`config.mk`:
```
export PLATFORM = sky130hd
export DESIGN_NAME = fuzzy_subsequence_scorer_core
export DESIGN_NICKNAME = d
export VERILOG_FILES = /design/src/rtl/fss_pkg.sv /design/src/rtl/fuzzy_subsequence_scorer_core.sv
export SDC_FILE = /design/constraint.sdc
export NUM_CORES = 1
export LEC_CHECK = 0
export BUFFER_PORTS_ARGS = -buffer_cell sky130_fd_sc_hd__clkbuf_2
export CORE_MARGIN = 4
export CORE_UTILIZATION = 43
export DETAILED_ROUTE_END_ITERATION = 16
export GPL_TIMING_DRIVEN = 0
export PLACE_DENSITY_LB_ADDON = 0.25
export SETUP_SLACK_MARGIN = 0.4
export SYNTH_ARGS = -nofsm -noshare
export SYNTH_HDL_FRONTEND = slang
export SYNTH_SLANG_ARGS = --single-unit
```
`constraint.sdc`:
```
create_clock -name clk -period 7.5 [get_ports clk]
set_input_delay 0.75 -clock clk [delete_from_list [all_inputs] [get_ports clk]]
set_output_delay 0.75 -clock clk [all_outputs]
set_load 0.02 [all_outputs]
```
`src/rtl/fss_pkg.sv`:
```
// ----------------------------------------------------------------------------
// fss_pkg
// types, constants and helpers for the fuzzy subsequence scorer
// ----------------------------------------------------------------------------
package fss_pkg;

    localparam int PATTERN_MAX = 64;
    localparam int UNIT_WIDTH  = 16;
    localparam int SCORE_WIDTH = 16;
    localparam int RUN_WEIGHT  = 8;

    localparam int ADDR_WIDTH  = $clog2(PATTERN_MAX);
    localparam int COUNT_WIDTH = $clog2(PATTERN_MAX + 1);
    localparam int RUN_SHIFT   = $clog2(RUN_WEIGHT);
    localparam int GAIN_WIDTH  = COUNT_WIDTH + RUN_SHIFT + 1;
    localparam int SUM_WIDTH   = SCORE_WIDTH + 2;

    localparam logic [1:0] MODE_CLEAR  = 2'd0;
    localparam logic [1:0] MODE_APPEND = 2'd1;
    localparam logic [1:0] MODE_TEXT   = 2'd2;

    localparam logic signed [SCORE_WIDTH-1:0] SCORE_MAX = {1'b0, {(SCORE_WIDTH-1){1'b1}}};
    localparam logic signed [SCORE_WIDTH-1:0] SCORE_MIN = {1'b1, {(SCORE_WIDTH-1){1'b0}}};

    localparam logic [UNIT_WIDTH-1:0] UPPER_A    = UNIT_WIDTH'(8'h41);
    localparam logic [UNIT_WIDTH-1:0] UPPER_Z    = UNIT_WIDTH'(8'h5a);
    localparam logic [UNIT_WIDTH-1:0] CASE_DELTA = UNIT_WIDTH'(8'h20);

    typedef struct packed {
        logic [1:0]  mode;
        logic [15:0] code_unit;
        logic        last_unit;
    } in_item_t;

    typedef struct packed {
        logic               matched;
        logic signed [15:0] match_score;
    } out_item_t;

    function automatic logic [UNIT_WIDTH-1:0] fold_case(input logic [UNIT_WIDTH-1:0] u);
        if (u >= UPPER_A && u <= UPPER_Z)
        begin
            return u + CASE_DELTA;
        end
        return u;
    endfunction

    function automatic logic signed [SCORE_WIDTH-1:0] saturate(
        input logic signed [SUM_WIDTH-1:0] v
    );
        if (v > SUM_WIDTH'(SCORE_MAX))
        begin
            return SCORE_MAX;
        end
        if (v < SUM_WIDTH'(SCORE_MIN))
        begin
            return SCORE_MIN;
        end
        return v[SCORE_WIDTH-1:0];
    endfunction

endpackage

```
`src/rtl/fuzzy_subsequence_scorer_core.sv`:
```
// ----------------------------------------------------------------------------
// fuzzy_subsequence_scorer_core
// greedy fuzzy subsequence match score of a pattern against a path text
//
// usage:
//   one input channel (unit_valid, unit_stall, unit_item) carries items of
//   three kinds: clear pattern, append a pattern unit, or a text unit. text
//   units are streamed last character first; last_unit marks the final one.
//   one output channel (score_valid, score_stall, score_item) carries a
//   result for every text unit that has last_unit set: the match flag and
//   the saturated score (zero unless matched).
//   throughput is one item per cycle; the pattern unit for the next compare
//   is fetched from the pattern memory in the same cycle that the state is
//   updated, so every text unit compares against a registered read.
//   the result is registered: it is loaded into the output register at
//   the edge that accepts its last unit and can be taken at the next edge.
//   reset empties the pattern and clears the per-text state; the pattern
//   memory itself holds no reset value.
//   while a result waits under score_stall, unit_stall is raised and no item
//   is taken; otherwise an item is taken in every cycle that unit_valid is high.
// ----------------------------------------------------------------------------
module fuzzy_subsequence_scorer_core (
    input  logic               clk,
    input  logic               rst_n,
    input  logic               unit_valid,
    output logic               unit_stall,
    input  fss_pkg::in_item_t  unit_item,
    output logic               score_valid,
    input  logic               score_stall,
    output fss_pkg::out_item_t score_item
);
    import fss_pkg::*;

    logic [UNIT_WIDTH-1:0] pattern_mem [PATTERN_MAX];

    logic [COUNT_WIDTH-1:0]        length_reg,    length_next;
    logic [COUNT_WIDTH-1:0]        remaining_reg, remaining_next;
    logic [COUNT_WIDTH-1:0]        run_reg,       run_next;
    logic signed [SCORE_WIDTH-1:0] acc_reg,       acc_next;
    logic [UNIT_WIDTH-1:0]         cur_unit_reg;
    logic                          score_valid_reg, score_valid_next;
    out_item_t                     score_item_reg,  score_item_next;

    logic                   accept;
    logic                   out_free;
    logic                   wr_en;
    logic [ADDR_WIDTH-1:0]  wr_addr;
    logic [ADDR_WIDTH-1:0]  rd_addr;
    logic [UNIT_WIDTH-1:0]  unit;
    logic [COUNT_WIDTH-1:0] remaining_dec;
    logic [GAIN_WIDTH-1:0]  gain;
    logic                   fold_hit;
    logic                   exact_hit;
    logic                   done_ok;

    assign out_free   = !score_valid_reg || !score_stall;
    assign unit_stall = !out_free;
    assign accept     = unit_valid && out_free;
    assign unit       = unit_item.code_unit[UNIT_WIDTH-1:0];

    assign remaining_dec = remaining_reg - COUNT_WIDTH'(1);
    assign fold_hit  = fold_case(unit) == fold_case(cur_unit_reg);
    assign exact_hit = unit == cur_unit_reg;
    assign gain      = GAIN_WIDTH'({run_reg, {RUN_SHIFT{1'b0}}})
                     + GAIN_WIDTH'(1) + GAIN_WIDTH'(exact_hit);

    assign wr_addr = length_reg[ADDR_WIDTH-1:0];
    assign rd_addr = ADDR_WIDTH'(remaining_next - COUNT_WIDTH'(1));

    always_comb
    begin
        length_next      = length_reg;
        remaining_next   = remaining_reg;
        run_next         = run_reg;
        acc_next         = acc_reg;
        wr_en            = 1'b0;
        done_ok          = 1'b0;
        score_valid_next = score_valid_reg && score_stall;
        score_item_next  = score_item_reg;
        if (accept)
        begin
            unique case (unit_item.mode)
                MODE_CLEAR:
                begin
                    length_next    = '0;
                    remaining_next = '0;
                    run_next       = '0;
                    acc_next       = '0;
                end
                MODE_APPEND:
                begin
                    if (length_reg < COUNT_WIDTH'(PATTERN_MAX))
                    begin
                        wr_en       = 1'b1;
                        length_next = length_reg + COUNT_WIDTH'(1);
                    end
                    remaining_next = length_next;
                    run_next       = '0;
                    acc_next       = '0;
                end
                MODE_TEXT:
                begin
                    if (length_reg != '0)
                    begin
                        if (remaining_reg != '0 && fold_hit)
                        begin
                            acc_next = saturate(SUM_WIDTH'(acc_reg) + SUM_WIDTH'(gain));
                            run_next       = run_reg + COUNT_WIDTH'(1);
                            remaining_next = remaining_dec;
                        end
                        else
                        begin
                            acc_next = saturate(SUM_WIDTH'(acc_reg) - SUM_WIDTH'(1));
                            run_next = '0;
                        end
                    end
                    if (unit_item.last_unit)
                    begin
                        done_ok = (length_reg == '0) || (remaining_next == '0);
                        score_valid_next            = 1'b1;
                        score_item_next.matched     = done_ok;
                        score_item_next.match_score =
                            (done_ok && length_reg != '0) ? acc_next : '0;
                        remaining_next = length_reg;
                        run_next       = '0;
                        acc_next       = '0;
                    end
                end
                default:
                begin
                end
            endcase
        end
    end

    always_ff @(posedge clk)
    begin
        if (wr_en)
        begin
            pattern_mem[wr_addr] <= unit;
        end
        if (wr_en && wr_addr == rd_addr)
        begin
            cur_unit_reg <= unit;
        end
        else
        begin
            cur_unit_reg <= pattern_mem[rd_addr];
        end
        score_item_reg <= score_item_next;
    end

    always_ff @(posedge clk or negedge rst_n)
    begin
        if (!rst_n)
        begin
            length_reg      <= '0;
            remaining_reg   <= '0;
            run_reg         <= '0;
            acc_reg         <= '0;
            score_valid_reg <= 1'b0;
        end
        else
        begin
            length_reg      <= length_next;
            remaining_reg   <= remaining_next;
            run_reg         <= run_next;
            acc_reg         <= acc_next;
            score_valid_reg <= score_valid_next;
        end
    end

    assign score_valid = score_valid_reg;
    assign score_item  = score_item_reg;

endmodule

```
==> results by group <==
Status
  • Status: complete, no violations

Critical path
  • R2r endpoint: score_item[10]
  • Reg2reg setup slack: 0.65 ns
  • Critical path class: flop to flop
  • Worst EP required: between 8 and 9 ns
  • CP endpoint: score_item[10]
  • Cell mode on critical path: a21o_1
  • CP Depth: 29
  • Kind of end point of the critical path: flop
  • Crit path max-delay family: compound AO/OA/AOI/OAI gates
  • Worst-path fanout max: 10
  • CP max stage delay: 0.45 ns
  • Buffer and inverter count on the worst path: 6
  • Worst EP arrival: about 7.4 ns
  • Crit start category: flop
  • Critical-path top delay cell: buf_2
  • R2r worst-path depth: 29

Finish
  • # nets final: 2645
  • Share of cells above drive strength 1: 0.279
  • Post-route insts no fill: 4066
  • Area delta synth->final: 17.9%
  • Max reg flops: 1024
  • Final instance area: 52300 µm²
  • Core Util, Final: 0.512

Power
  • Sw frac: 0.359
  • Power Density: 361 nW/µm²
  • Comb power frac: 0.357
  • Leakage: ~17 nW
  • NetSw: between 0.006 and 0.007 W
  • Worst vdd ir: 0.310 mV
  • Reg power frac: 0.362
  • Internal power component: 0.0121 W
  • Clock power share: 0.281

Detailed routing
  • First drt pass iteration count: 6
  • Post-DR wirelength/cell: 36.9 µm
  • Iter 0 DRT Violations: 3917
  • Number of remaining DRC errors: 0
  • Vias: 25778
  • Final WL: 150000 µm
  • Vias per inst: 6.34
  • Antenna viol nets, final: 0

Global route
  • Largest net degree at the start of global routing: between 60 and 70
  • Global-route wire length before repair: between 200000 and 250000 µm
  • GRT Overall Usage: 0.277
  • Grt total ovfl: 0
  • Vias in the first global route: 24988
  • Initial antenna violation count: 8

Flow run
  • Max_cap viols: 0

STA
  • Max Slew Vio Count: 0
  • Slew @ Worst Pin: approximately 1.4 ns
  • F_max: 146 MHz
  • Final-report hold violation count: 0
  • Period minus WS final: 6.85 ns
  • Relative slew slack: 0.0778
  • Clk_skew: 0.0408 ns
  • Hold Slack: 0.289 ns
  • Unrepaired setup endpoints after global routing: no
  • # setup viols final: 0
  • Final worst setup slack: 0.648 ns
  • Fin crit share: 0.914

Yosys
  • Mapped Cells: 2357
  • Syn. warnings: 0
  • Mean post-synth cell area: 18.8 µm²
  • Main synth FF type: edfxtp_1
  • Most frequent cell after synthesis: edfxtp_1
  • Unique masters post-synth: 101
  • Mapped Area: between 40000 and 50000 µm²
  • Number of synthesized flops with an enable pin: approximately 1000
  • Register area share after synthesis: 0.729
  • Post-synth top area share: 0.705
  • Area contributors post-synth: edfxtp_1, mux4_2, dfrtp_1
  • Fraction of registers with async set/reset: 0.0350
  • Cell accounting for the most synthesized area: edfxtp_1
  • Top cells by count, synth: edfxtp_1, mux4_2, nor2_1
  • Flops & latches, synth: 1085
  • Net Count, Synth: 2400

Clock network
  • Clk sink count: between 1000 and 1500
  • CTS tree: done
  • Clock Path Buffers: 3
  • Cts bufs inserted: 111
  • Latest clock arrival within the worst-skew pair: 0.71 ns
  • Root buffer cell: clkbuf_16
  • H-tree levels: 3
  • Clk pin slew, worst setup/hold paths: 0.06 ns
  • Number of hold buffers added after CTS: 0

Die
  • Ports: 42
  • CORE AREA: 102000 µm²
  • Effective utilization at floorplan: 0.434
  • # rows: about 120
  • Vert. Die Dim: 329 µm
  • Die area: 108000 µm²
  • Die width: between 300 and 400 µm

Placement
  • Routability-driven placement congestion ratio: 0.946
  • DP Area: 47700 µm²
  • Post-placement cell count: 3836
  • Pre-CTS WS: -1.62 ns
  • IO Port Bufs: 41
  • Dpl hpwl: a little over 100000 µm

Min path
  • Hold Crit Class: input pin to asynchronous set/reset pin
==> how the worst min path moves through the flow <==
stage,from,end,depth (start not counted)
3_5_place_dp,run_reg[6],run_reg[6],1
4_1_cts,rst_n,remaining_reg[1],1
2_1_floorplan,rst_n,acc_reg[0],0
3_3_place_gp,run_reg[6],run_reg[6],1
5_1_grt,score_stall,score_valid,3
6_report,rst_n,acc_reg[15],1
==> metal layers <==
layer | up-vias | global-route usage | share of wire
met3 | 276 | 0.0673 | 0.10
met5 | - | 0 | 0.000087
li1 | 10207 | - | -
met1 | 13665 | 0.381 | 0.39
met4 | 2 | 0.125 | 0.045
met2 | 1628 | 0.423 | 0.46
==> timing repair <==
item                       CTS  global route
pin swaps                    5             6
setup endpoints to repair   33            23
hold endpoints to repair     0             0
gates resized for setup    161            75
cloned                       0             0
buffers inserted             5            13
==> power by group through the flow <==
stage / clock network (W) / logic (W) / registers, W
2_1_floorplan: 0 / 0.00344 / 0.00693
3_3_place_gp: 0 / 0.00601 / 0.00695
3_5_place_dp: 0 / 0.00605 / 0.00695
4_1_cts: 0.00537 / 0.00644 / 0.00683
5_1_grt: 0.00563 / 0.00691 / 0.00683
6_report: 0.00531 / 0.00674 / 0.00683
==> kinds of logic after synthesis <==
kind of cell	Yosys count	share of synthesized area
AO/OA/AOI/OAI	292	0.0462
XOR/XNOR	34	0.00671
adder cells (fa/ha/maj)	20	0.00581
buffers and inverters	155	0.0201
flip-flops	1085	0.729
multiplexers	335	0.143
AND/OR/NAND/NOR	436	0.0491
==> per-stage QoR <==
| stage | total power, W | setup TNS [ns] |
|---|---|---|
| 2_1_floorplan | 0.0104 | 0 |
| 3_3_place_gp | 0.0130 | -63.25 |
| 3_5_place_dp | 0.0130 | -35.67 |
| 4_1_cts | 0.0186 | 0 |
| 5_1_grt | 0.0194 | 0 |
| 6_report | 0.0189 | 0 |
==> layout make-up <==
class / count / area [µm²]
Clock buffer: 134 / 2940
Timing Repair Buffer: 132 / 1680
Inverter: 29 / 119
Antenna cell: 2 / 5.00
Fill cell: 8316 / 49900
Multi-Input combinational cell: 1117 / 11600
Clock inverter: 73 / 551
Buffer: 126 / 1420
Sequential cell: 1085 / 32300
Tap cell: 1368 / 1710
==> placed cells by master, fill, tap and decap left out, types with 15 or more instances in the layout <==
master,count
a21oi_1,42
clkinv_1,38
clkinv_2,18
clkbuf_2,41
xnor2_1,18
ha_1,19
nand2_1,95
clkbuf_1,47
mux4_2,220
clkbuf_16,114
nor2b_1,17
nor3_1,30
buf_12,31
buf_6,20
buf_4,24
mux2i_1,81
mux4_1,15
inv_1,26
nor2_2,67
xor2_1,16
buf_16,25
nor2_1,75
buf_8,58
dfrtp_1,38
a22oi_1,29
o21ai_0,47
o22ai_1,27
edfxtp_1,1041
nand3_1,35
==> worst register-to-register path: cells and delay by family (launching register included) <==
family          cells  cell delay [ns]
compound gates     11             2.35
fa+ha+maj           1             0.24
buf+inv             6             1.62
flops               1             0.36
mux                 2             0.59
simple gates        9             1.54
Note: power is estimated with default switching activity, not from simulation.
